==> src/rtl/gpio_controller_with_interrupts_assert.svh <==
// Assertion macros shared by the GPIO controller RTL.
`ifndef GPIO_CONTROLLER_WITH_INTERRUPTS_ASSERT_SVH
`define GPIO_CONTROLLER_WITH_INTERRUPTS_ASSERT_SVH

`ifndef SYNTH
// Check that prop holds on every rising clock edge outside reset.
`define GPIOC_ASSERT(label, clk, rst_n, prop) \
    label: assert property (@(posedge clk) disable iff (!rst_n) (prop)) \
        else $error("gpio controller assertion failed");
// Check that cond in one cycle implies res in the next.
`define GPIOC_ASSERT_NEXT(label, clk, rst_n, cond, res) \
    label: assert property (@(posedge clk) disable iff (!rst_n) (cond) |=> (res)) \
        else $error("gpio controller assertion failed");
`else
`define GPIOC_ASSERT(label, clk, rst_n, prop)
`define GPIOC_ASSERT_NEXT(label, clk, rst_n, cond, res)
`endif

`endif

==> src/rtl/gpioc_pkg.sv <==
`timescale 1ns / 1ps
package gpioc_pkg;

    localparam int DATA_W      = 32;
    localparam int NUM_PINS_DF = 32;

    localparam int CMD_W = 2;
    localparam int IDX_W = 3;

    localparam logic [CMD_W-1:0] CMD_READ  = 2'd1;
    localparam logic [CMD_W-1:0] CMD_WRITE = 2'd2;

    localparam logic [IDX_W-1:0] REG_INPUT  = 3'd0;
    localparam logic [IDX_W-1:0] REG_OUTPUT = 3'd1;
    localparam logic [IDX_W-1:0] REG_DIR    = 3'd2;
    localparam logic [IDX_W-1:0] REG_ENABLE = 3'd3;
    localparam logic [IDX_W-1:0] REG_STATUS = 3'd4;
    localparam logic [IDX_W-1:0] REG_EDGE   = 3'd5;

    typedef struct packed {
        logic [CMD_W-1:0]  cmd;
        logic [IDX_W-1:0]  reg_index;
        logic [DATA_W-1:0] write_data;
        logic [DATA_W-1:0] pin_levels;
    } t_item;

    typedef struct packed {
        logic [DATA_W-1:0] read_data;
        logic [DATA_W-1:0] pin_drive_values;
        logic [DATA_W-1:0] pin_drive_enables;
        logic              irq_line;
    } t_result;

endpackage

==> src/rtl/gpioc_in_reg.sv <==
`timescale 1ns / 1ps
module gpioc_in_reg
    import gpioc_pkg::*;
(
    input  logic  i_clk,
    input  logic  i_rst_n,
    input  logic  i_valid,
    input  t_item i_item,
    input  logic  i_take,
    output logic  o_ready,
    output logic  o_valid,
    output t_item o_item
);

    logic  r_valid;
    t_item r_item;

    assign o_ready = !r_valid || i_take;
    assign o_valid = r_valid;
    assign o_item  = r_item;

    always_ff @(posedge i_clk) begin
        if (!i_rst_n) begin
            r_valid <= 1'b0;
        end else if (o_ready) begin
            r_valid <= i_valid;
        end
    end

    always_ff @(posedge i_clk) begin
        if (o_ready && i_valid) begin
            r_item <= i_item;
        end
    end

endmodule

==> src/rtl/gpioc_core.sv <==
`timescale 1ns / 1ps
module gpioc_core
    import gpioc_pkg::*;
#(
    parameter int NUM_PINS = NUM_PINS_DF
) (
    input  logic    i_clk,
    input  logic    i_rst_n,
    input  logic    i_adv,
    input  t_item   i_item,
    output t_result o_result
);

    logic [NUM_PINS-1:0] r_prev, r_out, r_dir, r_en, r_pend, r_edge;
    logic [NUM_PINS-1:0] n_out, n_dir, n_en, n_pend, n_edge;
    logic [NUM_PINS-1:0] pins, wdata, rising, events, clear;
    logic [NUM_PINS-1:0] rdata;
    logic                is_wr;

    always_comb begin
        pins   = i_item.pin_levels[NUM_PINS-1:0];
        wdata  = i_item.write_data[NUM_PINS-1:0];
        rising = pins & ~r_prev;
        events = r_en & ((r_edge & rising) | (~r_edge & pins));
        is_wr  = (i_item.cmd == CMD_WRITE);

        n_out  = r_out;
        n_dir  = r_dir;
        n_en   = r_en;
        n_edge = r_edge;
        clear  = '0;
        if (is_wr) begin
            case (i_item.reg_index)
                REG_OUTPUT: n_out  = wdata;
                REG_DIR:    n_dir  = wdata;
                REG_ENABLE: n_en   = wdata;
                REG_STATUS: clear  = wdata;
                REG_EDGE:   n_edge = wdata;
                default:    ;
            endcase
        end
        // new event wins over a same-item clear
        n_pend = (r_pend & ~clear) | events;

        rdata = '0;
        if (i_item.cmd == CMD_READ) begin
            case (i_item.reg_index)
                REG_INPUT:  rdata = pins;
                REG_OUTPUT: rdata = r_out;
                REG_DIR:    rdata = r_dir;
                REG_ENABLE: rdata = r_en;
                REG_STATUS: rdata = r_pend;
                REG_EDGE:   rdata = r_edge;
                default:    rdata = '0;
            endcase
        end

        o_result.read_data         = DATA_W'(rdata);
        o_result.pin_drive_values  = DATA_W'(n_out);
        o_result.pin_drive_enables = DATA_W'(n_dir);
        o_result.irq_line          = |n_pend;
    end

    always_ff @(posedge i_clk) begin
        if (!i_rst_n) begin
            r_prev <= '0;
            r_out  <= '0;
            r_dir  <= '0;
            r_en   <= '0;
            r_pend <= '0;
            r_edge <= '0;
        end else if (i_adv) begin
            r_prev <= pins;
            r_out  <= n_out;
            r_dir  <= n_dir;
            r_en   <= n_en;
            r_pend <= n_pend;
            r_edge <= n_edge;
        end
    end

endmodule

==> src/rtl/gpioc_out_reg.sv <==
`timescale 1ns / 1ps
module gpioc_out_reg
    import gpioc_pkg::*;
(
    input  logic    i_clk,
    input  logic    i_rst_n,
    input  logic    i_load,
    input  t_result i_result,
    input  logic    i_taken,
    output logic    o_space,
    output logic    o_valid,
    output t_result o_result
);

    logic    r_valid;
    t_result r_result;

    // accept a new result while the held one leaves
    assign o_space  = !r_valid || i_taken;
    assign o_valid  = r_valid;
    assign o_result = r_result;

    always_ff @(posedge i_clk) begin
        if (!i_rst_n) begin
            r_valid <= 1'b0;
        end else if (o_space) begin
            r_valid <= i_load;
        end
    end

    always_ff @(posedge i_clk) begin
        if (o_space && i_load) begin
            r_result <= i_result;
        end
    end

endmodule

==> src/rtl/gpio_controller_with_interrupts.sv <==
// Path: an accepted item waits in the input register, its result is formed
// combinationally and captured in the result register, then offered on m_axis.
// Throughput: one item per cycle while m_axis takes results; the input register
// and the result register each hold one item, and the state update sits between
// them. A stalled m_axis holds its result and, through the input register, stops s_axis.
// Reset: i_rst_n (synchronous, active low) empties both registers and clears
// all pin, output, direction, enable, status and edge-mode state to zero.
`timescale 1ns / 1ps
`include "gpio_controller_with_interrupts_assert.svh"
module gpio_controller_with_interrupts
    import gpioc_pkg::*;
#(
    parameter int NUM_PINS = NUM_PINS_DF
) (
    input  logic          i_clk,
    input  logic          i_rst_n,
    input  logic          s_axis_tvalid,
    output logic          s_axis_tready,
    // [31:0] write_data, [63:32] pin_levels
    input  logic [63:0]   s_axis_tdata,
    // [1:0] cmd, [4:2] reg_index
    input  logic [4:0]    s_axis_tuser,
    output logic          m_axis_tvalid,
    input  logic          m_axis_tready,
    // [31:0] read_data, [63:32] pin_drive_values, [95:64] pin_drive_enables,
    // [96] irq_line, [103:97] zero
    output logic [103:0]  m_axis_tdata
);

    localparam logic [DATA_W-1:0] PIN_MASK = DATA_W'((64'd1 << NUM_PINS) - 64'd1);

    t_item   s_item, q_item;
    t_result core_res, out_res;
    logic    q_valid, out_space, adv;
    logic    dir_wr;
    logic [DATA_W-1:0] dir_wdata;

    always_comb begin
        s_item.cmd        = s_axis_tuser[1:0];
        s_item.reg_index  = s_axis_tuser[4:2];
        s_item.write_data = s_axis_tdata[31:0];
        s_item.pin_levels = s_axis_tdata[63:32];
    end

    assign adv = q_valid && out_space;

    gpioc_in_reg u_in_reg (
        .i_clk   (i_clk),
        .i_rst_n (i_rst_n),
        .i_valid (s_axis_tvalid),
        .i_item  (s_item),
        .i_take  (adv),
        .o_ready (s_axis_tready),
        .o_valid (q_valid),
        .o_item  (q_item)
    );

    gpioc_core #(
        .NUM_PINS (NUM_PINS)
    ) u_core (
        .i_clk    (i_clk),
        .i_rst_n  (i_rst_n),
        .i_adv    (adv),
        .i_item   (q_item),
        .o_result (core_res)
    );

    gpioc_out_reg u_out_reg (
        .i_clk    (i_clk),
        .i_rst_n  (i_rst_n),
        .i_load   (adv),
        .i_result (core_res),
        .i_taken  (m_axis_tready),
        .o_space  (out_space),
        .o_valid  (m_axis_tvalid),
        .o_result (out_res)
    );

    assign m_axis_tdata = {7'd0, out_res.irq_line, out_res.pin_drive_enables,
                           out_res.pin_drive_values, out_res.read_data};

    assign dir_wr    = adv && q_item.cmd == CMD_WRITE && q_item.reg_index == REG_DIR;
    assign dir_wdata = q_item.write_data & PIN_MASK;

    `GPIOC_ASSERT(a_adv_needs_item, i_clk, i_rst_n, !adv || q_valid)
    `GPIOC_ASSERT(a_hold_blocks_input, i_clk, i_rst_n, !(q_valid && !adv) || !s_axis_tready)
    `GPIOC_ASSERT_NEXT(a_adv_gives_result, i_clk, i_rst_n, adv, m_axis_tvalid)
    `GPIOC_ASSERT_NEXT(a_dir_write_shows, i_clk, i_rst_n, dir_wr, m_axis_tdata[95:64] == $past(dir_wdata))

endmodule
==> config.mk <==
export PLATFORM = sky130hd
export DESIGN_NAME = gpio_controller_with_interrupts
export DESIGN_NICKNAME = d
export VERILOG_FILES = /design/src/rtl/gpioc_pkg.sv /design/src/rtl/gpioc_in_reg.sv /design/src/rtl/gpioc_core.sv /design/src/rtl/gpioc_out_reg.sv /design/src/rtl/gpio_controller_with_interrupts.sv
export VERILOG_INCLUDE_DIRS = /design/src /design/src/rtl
export SDC_FILE = /design/constraint.sdc
export NUM_CORES = 1
export LEC_CHECK = 0
export BUFFER_PORTS_ARGS = -buffer_cell sky130_fd_sc_hd__clkbuf_2
export CELL_PAD_IN_SITES_DETAIL_PLACEMENT = 1
export CELL_PAD_IN_SITES_GLOBAL_PLACEMENT = 2
export CORE_UTILIZATION = 39
export CTS_CLUSTER_DIAMETER = 40
export DETAILED_ROUTE_END_ITERATION = 8
export PLACE_DENSITY = 0.81
export SLEW_MARGIN = 10
export SYNTH_ARGS = -nofsm -noshare
export SYNTH_HDL_FRONTEND = slang
export SYNTH_HIERARCHICAL = 1
export SYNTH_SLANG_ARGS = --single-unit
==> constraint.sdc <==
create_clock -name i_clk -period 2.6 [get_ports i_clk]
set_input_delay 0.52 -clock i_clk [delete_from_list [all_inputs] [get_ports i_clk]]
set_output_delay 0.52 -clock i_clk [all_outputs]
set_load 0.01 [all_outputs]
==> impl_metrics.yaml, run 1 <==
worst_setup_path:
  cpMaxStageDelayCell: "nor4_1"
  crit_path_max_fanout: 3
  crit_path_start_kind: "flop"
  slowest_delay_ns: 0.56
  worstPathArrival_ns: 2.69
  crit_required_ns: 2.92
  cp_cell_sequence: "nand2_1 -> a21oi_1 -> nor4_1 -> nand4_1 -> nor4bb_1 -> or4b_1"
  path_class: "flop to flop"
  end_kind: "flop"
power_and_ir_drop:
  ir_drop_mv: 0.497
  p_leak_uw: 0.00735
  power.density_nw_per_um2: 835
  p_total_uw: 15400
yosys:
  yosysWarnings: 6
  synth_compound_area_share_pct: 17.7
  post_synth_fa_ha_maj_area_fraction_pct: 0
  synthArstFlopShare_pct: 0
  synthMuxAreaShare_pct: 6.25
  synthSimpleGateAreaFrac_pct: 13.1
  synthXorXnorAreaFrac_pct: 0
  synth-edff-count: 166
  netlist_area_sq_um: 14800
  synthDistinctLibCells: 43
  ys_ff_latch: 360
  yosys_most_used_dff: "dfxtp_1"
  syn_area_per_cell_sq_um: 11.4
  synth_cells: 1299
  synth_top_family_by_area: "compound AO/OA/AOI/OAI gates"
  synth-seq-area-share_pct: 59.7
timing:
  max_slew_margin_pct: 60.9
  worstMarginPinSlew_ns: 0.581
  clock_skew_ns: 0.0199
  slew_violations: 0
  tns_ns: 0
  whs_ns: 0.104
  fmax_mhz: 423
  setup_violations: 0
  rsz0062_at_grt: "false"
  finalCriticalPeriod_ns: 2.37
  fin_crit_sh_pct: 91.0
  hold_viol_final: 0
die:
  die_y_um: 197
  rows: 71
  ios: 179
  die_w_um: 197
  initial_utilization_pct: 39.5
  core_area_sq_um: 37600
  die-area_sq_um: 38800
drt:
  drt_iter0_drc: 711
  wl_um: 46100
  drcViolationCount: 0
  ant_nets: 0
  via_count: 11200
  wl_per_cell_um: 22.6
  dr.pass1.iters: 5
  via_per_inst: 5.48
grt:
  grt_pass1_wl_um: 71100
  overflow: 0
  grt_max_degree: 67
  grt_pass1_vias: 11900
  grt_util_all_layers_pct: 24.1
  antenna_found_initial: 0
clock_network:
  clock_latency_ns: 0.59
  cts_resized: 0
  cts_root_buffer: "clkbuf_16"
  cts_sinks: 360
  cts_tree: "done"
  holdBufCountCts: 0
  postCtsSetupRepairBufs: 0
  cts_buffers: 58
  clockBufferDepth: 3
  cts_max_level: 2
  cts.clk_slew.worst_paths_ns: 0.06
cells_and_area:
  antennaDiodeCount: 0
  final_nets: 1554
  fill_cells: 3999
  area_delta_synth_final_pct: 24.2
  fin_area_sq_um: 18400
  final_cell_mix: "nand2_1, dfxtp_1, clkbuf_2, edfxtp_1, a22oi_1"
  mostFrequentLayoutCell: "nand2_1"
  drive_above_1_share_pct: 27.0
worst_hold_path:
  hold_class: "input pin to flop"
run_status:
  status: "complete, no violations"
place:
  place_congestion: 0.798
  dp_hpwl_um: 30000
  io_buffers: 171
  placed_cell_area_sq_um: 16400
flow_run:
  maxCapViolCount: 0
sequential cells by signal (all words and copies together), names as in the netlist:
signal	count
u_core/r_edge	32
u_out_reg/o_result	97
u_core/r_dir	32
u_core/r_en	32
u_in_reg/o_item	69
u_in_reg/o_valid	1
u_core/r_pend	32
u_core/r_prev	32
u_out_reg/o_valid	1
u_core/r_out	32
logic make-up (layout without fill, tap and decap cells):
group,after synthesis,after routing
flops,360,360
mux,86,86
buf+inv,108,334
other cells,1,7
compound gates,347,347
simple gates,397,397
layer usage:
| metal | up-vias | track usage, % | wire [um] |
|---|---|---|---|
| li1 | 5125 | - | - |
| met1 | 5726 | 31.1 | 20300 |
| met2 | 269 | 41.1 | 23000 |
| met3 | 66 | 3.65 | 1850 |
| met4 | 0 | 8.38 | 1010 |
| met5 | - | 0 | 0 |
critical path, delay by kind of cell, from the launching register on:
| family | cells | cell delay [ns] |
|---|---|---|
| AOI/OAI and AO/OA | 1 | 0.08 |
| DFF | 1 | 0.42 |
| and+or+nand+nor | 5 | 1.58 |
worst paths after layout:
| kind | startpoint | endpoint | slack [ns] | depth (start not counted) |
|---|---|---|---|---|
| setup / recovery | u_in_reg/o_item[23]$_DFFE_PP_ | u_out_reg/o_result[0]$_DFFE_PP_ | 0.23 | 6 |
| setup reg to reg | u_in_reg/o_item[23]$_DFFE_PP_ | u_out_reg/o_result[0]$_DFFE_PP_ | 0.23 | 6 |
| hold / removal | s_axis_tdata[27] | u_in_reg/o_item[59]$_DFFE_PP_ | 0.10 | 1 |
| hold reg to reg | u_core/r_en[18]$_SDFFE_PN0P_ | u_core/r_en[18]$_SDFFE_PN0P_ | 0.47 | 2 |
cells in the mapped netlist (all sizes together), types with 18 or more instances:
master	instances	area, sq um
nor2b	62	388
mux2i	32	320
buf	18	120
nand2	231	867
mux2	54	608
a21boi	66	503
edfxtp	166	4980
o211a	64	641
dfxtp	194	3880
or2	64	400
a31oi	32	200
a22oi	137	1030
clkbuf	82	308
a21oi	30	150
layout make-up:
cell class	count	area [sq um]	area share [%]
Clock buffer	66	1580	8.54
Sequential cell	360	8870	48.1
Multi-Input combinational cell	837	5560	30.2
Timing Repair Buffer	216	1310	7.10
Inverter	8	30.0	0.163
Clock inverter	44	453	2.46
Tap cell	511	639	3.47
through the flow:
step	instances	util (%)	setup slack, ns
detailed placement	1932	43.7	0.268
global route	2042	49.1	0.0771
finish	2042	49.1	0.235
CTS	2042	49.1	0.254
floorplan	1305	-	0.369
global placement	1932	43.7	0.275
report_power, final:
group / switching (uW) / total (uW) / internal (uW)
Clock: 2940 / 7860 / 4930
Sequential: 204 / 6470 / 6260
Combinational: 612 / 1070 / 453
Total: 3750 / 15400 / 11600
No activity file was read; power rests on OpenSTA's default activity.
==> run 2, diff against run 1 <==
- ABC_AREA: default -> 1
- CORE_UTILIZATION: 39 -> 36
==> run 2 against run 1 <==
Effect of this change: the run now ends with DRC left; sequential share of layout area is 1.5 points lower; utilization is 2.8 points lower; flip-flop and latch count stayed put; global-route usage is 1.4 points lower; sequential power is 0.9% higher; die area is 9.9% higher; register-to-register slack better by 0.05 ns; first-iteration DRC count is 2.4% lower; area after synthesis is 1.6% higher; non-clock buffer count is 10 lower.
==> impl_metrics.yaml, run 2 <==
run_status:
  violations: "DRC"
  status: "finished, violations left"
yosys:
  yosysWarnings: 6
  yosys-top-cells-area: "edfxtp_1, dfxtp_1, inv_1"
  synth-edff-count: 166
  yosys-top-cells-count: "inv_1, o21ai_0, dfxtp_1"
  yosys_most_used_dff: "dfxtp_1"
  yosys.area.top_type: "edfxtp_1"
  synth.most_common_cell: "inv_1"
  synth_top_area_share_pct: 33.1
  ys_ff_latch: 360
  syn_area_per_cell_sq_um: 8.89
  netlist_area_sq_um: 15100
  synth-seq-area-share_pct: 58.8
  synthDistinctLibCells: 29
  synth_cells: 1696
  synthArstFlopShare_pct: 0
cells_and_area:
  antennaDiodeCount: 0
  multi_input_area_sq_um: 4630
  fill_cells: 4758
  final_cell_mix: "inv_1, o21ai_0, dfxtp_1, a21oi_1, clkbuf_2"
  area_delta_synth_final_pct: 26.1
  mostFrequentLayoutCell: "inv_1"
  largest_register_ffs: 97
  fin_area_sq_um: 19000
  utilization_pct: 46.2
  regArea_sq_um: 8870
  drive_above_1_share_pct: 18.8
  final_nets: 1940
grt:
  grt_max_degree: 129
  grt_util_all_layers_pct: 22.7
  overflow: 0
  grt_pass1_wl_um: 74000
  antenna_found_initial: 0
  grt_pass1_vias: 13100
worst_setup_path:
  worstPathArrival_ns: 2.64
  path_class: "flop to flop"
  end_kind: "flop"
  crit_path_start_kind: "flop"
  slowest_delay_ns: 0.53
  crit_required_ns: 2.93
  crit_path_max_fanout: 39
  cpMaxStageDelayCell: "edfxtp_1"
  cp_cell_sequence: "nor2_2 -> nand2_2 -> buf_12 -> nor2_1 -> nor2_1 -> nor2_1 -> nand2_1 -> nor2_1 -> nand2_1 -> nor2_1 -> nand2_1"
  cp_common_cell: "nor2_1"
timing:
  setup_violations: 0
  slew_violations: 0
  rsz0062_at_grt: "false"
  hold_viol_final: 0
  worstMarginPinSlew_ns: 0.756
  clock_skew_ns: 0.0147
  fin_crit_sh_pct: 88.9
  finalCriticalPeriod_ns: 2.31
  fmax_mhz: 433
  worst_slack_ns: 0.289
  max_slew_margin_pct: 49.6
place:
  place_congestion: 0.797
  pre_cts_ws_ns: 0.280
  io_buffers: 171
  dp_hpwl_um: 30600
  placed_cell_area_sq_um: 16600
clock_network:
  cts_sinks: 360
  cts_tree: "done"
  cts_root_buffer: "clkbuf_16"
  cts_max_level: 3
  holdBufCountCts: 0
  cts.clk_slew.worst_paths_ns: 0.06
  clock_latency_ns: 0.57
  clockBufferDepth: 3
  cts_buffers: 68
  cts_resized: 0
  postCtsSetupRepairBufs: 0
flow_run:
  maxCapViolCount: 0
drt:
  dr.pass1.iters: 7
  drcViolationCount: 9
  via_per_inst: 5.15
  wl_per_cell_um: 19.3
  wl_um: 47400
  ant_nets: 0
  drt_iter0_drc: 694
  via_count: 12600
power_and_ir_drop:
  comb_power_share_pct: 7.9
  p_sw_uw: 4230
  p_leak_uw: 0.00810
  pwr-share-clk_pct: 53.9
  ir_drop_mv: 0.467
  swShare_pct: 24.7
  power.density_nw_per_um2: 899
  internal_power_uw: 12900
  seqPwrFrac_pct: 38.2
die:
  core_area_sq_um: 41100
  initial_utilization_pct: 36.7
  die_w_um: 207
  ios: 179
  rows: 74
  die_y_um: 207
  die-area_sq_um: 42700
worst_hold_path:
  hold_class: "input pin to flop"
[run 2: changes by cell type after synthesis, sizes merged, moves of 66 or more]
cell,before,now
inv,8,304
o21ai,13,255
a21oi,30,178
a22oi,137,0
nor2,2,135
nand2,231,164
a21boi,66,0
[run 2: path summary, 6_finish.rpt]
| check | start | to | slack, ns | cells after the start |
|---|---|---|---|---|
| setup / recovery | u_in_reg/o_item[64]$_DFFE_PP_ | u_out_reg/o_result[0]$_DFFE_PP_ | 0.29 | 11 |
| hold / removal | s_axis_tdata[56] | u_in_reg/o_item[24]$_DFFE_PP_ | 0.12 | 1 |
| setup reg to reg | u_in_reg/o_item[64]$_DFFE_PP_ | u_out_reg/o_result[0]$_DFFE_PP_ | 0.29 | 11 |
| hold reg to reg | u_core/r_pend[29]$_SDFFE_PN0P_ | u_core/r_pend[29]$_SDFFE_PN0P_ | 0.48 | 2 |
[run 2: critical path, delay by kind of cell (launching register included)]
| family | cells | cell delay [ns] |
|---|---|---|
| simple gates | 10 | 1.24 |
| flops | 1 | 0.53 |
| buf+inv | 1 | 0.25 |
[run 2: cells by family after synthesis]
family          share of synthesized area [%]
buf+inv                                  11.0
simple gates                             10.4
flops                                    58.8
compound gates                           19.8
other cells                            0.0249
[run 2: layout make-up]
cell class / count / area share [%]
flip-flops and latches: 360 / 46.7
inverters: 304 / 6.09
well taps: 532 / 3.50
clock buffers: 89 / 10.6
clock inverters: 37 / 2.22
repair buffers: 206 / 6.62
multi-input cells: 927 / 24.3
[run 2: power by group through the flow]
stage | clock [uW] | sequential (uW) | combinational [uW]
2_1_floorplan | 0 | 6620 | 780
3_3_place_gp | 0 | 6620 | 1310
3_5_place_dp | 0 | 6630 | 1350
4_1_cts | 9390 | 6530 | 1370
5_1_grt | 9640 | 6560 | 1520
6_report | 9220 | 6530 | 1350
[run 2: through the flow]
stage               hold WS [ns]  total power [uW]  setup TNS [ns]  std cells
finish                     0.118             17100               0       2455
global route              0.0978             17700               0       2455
CTS                       0.0910             17300               0       2455
floorplan                  0.449              7400          -19.48       1702
global placement           0.461              7930               0       2329
detailed placement         0.465              7980               0       2329
[run 2: metal layers]
| layer | vias up | routed length (um) | track usage (%) |
|---|---|---|---|
| met5 | - | 0 | 0 |
| met4 | 0 | 1260 | 8.14 |
| met3 | 90 | 2240 | 4.14 |
| met2 | 322 | 22800 | 37.6 |
| met1 | 6201 | 21100 | 29.6 |
| li1 | 6023 | - | - |
==> run 3, diff against run 2 <==
- SETUP_SLACK_MARGIN: default -> 0.02
- SYNTH_HIERARCHICAL: 1 -> default
==> run 3 against run 2 <==
Effect of this change: critical path depth decreased by 1; hold slack got worse by 0.019 ns; the run now ends clean; utilization decreased by 1.9 points; die area increased by 1.8%; critical endpoint is now u_out_reg.o_result[0]$_DFFE_PP_; routed wire length increased by 8.2%; sequential power decreased by 1%; register-to-register slack got worse by 0.02 ns; global-route usage increased by 0.84 points; critical path type unchanged; final cell count increased by 0.12%; non-clock buffer count decreased by 10.
==> impl_metrics.yaml, run 3 <==
grt:
  overflow: 0
  grt_util_met2_pct: 33.7
  grt-busiest-layer: "met1"
  grt_max_degree: 73
  grt_util_all_layers_pct: 23.5
  grtUsageMet3_pct: 4.85
  grt_pass1_wl_um: 77400
  gr-usage-met1_pct: 35.3
  antenna_found_initial: 1
  grt_pass1_vias: 12800
worst_setup_path:
  worstPathArrival_ns: 2.67
  reg2reg_to: "u_out_reg.o_result[0]$_DFFE_PP_"
  path_class: "flop to flop"
  cp_cell_sequence: "nor2_4 -> nand2_4 -> nor2_1 -> nor2_1 -> nor2_1 -> nand2_1 -> nor2_1 -> nand2_1 -> nor2_1 -> nand2_1"
  cpMaxStageDelayCell: "edfxtp_1"
  slowest_delay_ns: 0.51
  cp_common_cell: "nor2_1"
  rr_worst_depth: 10
  end_kind: "flop"
  crit_required_ns: 2.94
  crit_path_max_fanout: 42
  r2r_slack_ns: 0.27
  reg2reg_from: "u_in_reg.o_item[64]$_DFFE_PP_"
  crit_path_start_kind: "flop"
yosys:
  netlist_area_sq_um: 15400
  yosysWarnings: 0
  yosys_most_used_dff: "dfxtp_1"
  post_synth_fa_ha_maj_area_fraction_pct: 0
  synthArstFlopShare_pct: 0
  synth_compound_area_share_pct: 19.3
  yosys-top-cells-count: "inv_1, nand2_1, nor2_1"
  synth_cells: 1723
  synth-seq-area-share_pct: 57.8
  synth_top_family_by_area: "compound AO/OA/AOI/OAI gates"
  synthSimpleGateAreaFrac_pct: 12.6
  synthXorXnorAreaFrac_pct: 0
  ys_ff_latch: 360
  synthDistinctLibCells: 33
  synthMuxAreaShare_pct: 0
  synth.most_common_cell: "inv_1"
  syn_area_per_cell_sq_um: 8.91
  synth-edff-count: 166
  yosys.area.top_type: "edfxtp_1"
  synth_top_area_share_pct: 32.5
  yosys-top-cells-area: "edfxtp_1, dfxtp_1, inv_1"
timing:
  setup_violations: 0
  clock_skew_ns: 0.0184
  worst_slack_ns: 0.272
  fmax_mhz: 430
  slew_violations: 0
  finalCriticalPeriod_ns: 2.33
  whs_ns: 0.0988
  tns_ns: 0
  hold_viol_final: 0
  fin_crit_sh_pct: 89.5
  max_slew_margin_pct: 44.8
  worstMarginPinSlew_ns: 0.828
  rsz0062_at_grt: "false"
run_status:
  status: "complete, no violations"
clock_network:
  cts_root_buffer: "clkbuf_16"
  cts_max_level: 2
  cts_sinks: 360
  cts_buffers: 54
  cts_resized: 0
  cts.clk_slew.worst_paths_ns: 0.05
  postCtsSetupRepairBufs: 0
  holdBufCountCts: 0
  clock_latency_ns: 0.60
  clockBufferDepth: 3
  cts_tree: "done"
drt:
  dr.pass1.iters: 5
  drcViolationCount: 0
  wl_per_cell_um: 20.9
  wl_um: 51300
  drt_iter0_drc: 863
  via_per_inst: 5.18
  via_count: 12700
  ant_nets: 0
power_and_ir_drop:
  ir_drop_mv: 0.406
  p_leak_uw: 0.00783
  power.density_nw_per_um2: 831
cells_and_area:
  regArea_sq_um: 8870
  mostFrequentLayoutCell: "inv_1"
  final_nets: 1946
  area_delta_synth_final_pct: 21.3
  fill_cells: 4851
  drive_above_1_share_pct: 19.0
  final_cell_mix: "inv_1, nand2_1, nor2_1, dfxtp_1"
  multi_input_area_sq_um: 4940
  largest_register_ffs: 97
  finalNonFillerCells: 2458
  antennaDiodeCount: 0
die:
  die-area_sq_um: 43500
  rows: 75
  die_w_um: 209
  ios: 179
  initial_utilization_pct: 36.5
  core_area_sq_um: 42000
  die_y_um: 209
place:
  dp_hpwl_um: 35600
  dp.cells: 2356
  place_congestion: 0.856
  io_buffers: 171
  pre_cts_ws_ns: 0.237
worst_hold_path:
  hold_class: "input pin to flop"
  hold_start: "s_axis_tdata[46]"
  holdPathStages: 1
  whs_endpoint: "u_in_reg.o_item[14]$_DFFE_PP_"
flow_run:
  maxCapViolCount: 0
## run 3: worst max path at each step
| stage | cells after the start | slack [ns] | start | end |
|---|---|---|---|---|
| after floorplan | 4 | 0.04 | m_axis_tready | u_in_reg.o_item[0]$_DFFE_PP_ |
| final | 10 | 0.27 | u_in_reg.o_item[64]$_DFFE_PP_ | u_out_reg.o_result[0]$_DFFE_PP_ |
| after global routing | 10 | 0.09 | u_in_reg.o_item[64]$_DFFE_PP_ | u_out_reg.o_result[0]$_DFFE_PP_ |
| after detailed placement | 10 | 0.24 | u_in_reg.o_item[64]$_DFFE_PP_ | u_out_reg.o_result[0]$_DFFE_PP_ |
| after CTS | 10 | 0.23 | u_in_reg.o_item[64]$_DFFE_PP_ | u_out_reg.o_result[0]$_DFFE_PP_ |
| after global placement | 10 | 0.30 | u_in_reg.o_item[64]$_DFFE_PP_ | u_out_reg.o_result[0]$_DFFE_PP_ |
## run 3: layout make-up
| cell class | count | share of cell area (%) |
|---|---|---|
| Clock buffer | 65 | 7.99 |
| Inverter | 263 | 5.37 |
| Sequential cell | 360 | 47.6 |
| Timing Repair Buffer | 196 | 6.35 |
| Multi-Input combinational cell | 998 | 26.5 |
| Tap cell | 539 | 3.62 |
| Clock inverter | 37 | 2.54 |
## run 3: cells by family (layout without fill, tap and decap cells)
kind of cell | Yosys count | count (layout)
other | 1 | 7
AOI/OAI and AO/OA | 510 | 510
DFF | 360 | 360
buffers and inverters | 371 | 561
and+or+nand+nor | 481 | 481
## run 3: critical path, delay by kind of cell, from the launching register on
kind | cells | cell delay (ns)
DFF | 1 | 0.51
and+or+nand+nor | 10 | 1.56
## run 3: routing by layer
layer | up-vias | wire (um)
met5 | - | 13
met4 | 2 | 917
met3 | 53 | 3690
met2 | 373 | 21300
met1 | 6271 | 25400
li1 | 6025 | -
## run 3: where the power goes
part           leakage (uW)  switching (uW)  internal, uW
clock network      0.000951            2820          5010
registers           0.00318             193          6260
logic               0.00371             829           367
## run 3: per-stage QoR
stage	utilization [%]	cell area, sq um	power, uW
finish	44.3	18600	15500
floorplan	-	15400	7230
CTS	44.3	18600	15600
global placement	39.6	16700	7700
global route	44.3	18600	16000
detailed placement	39.6	16700	7760
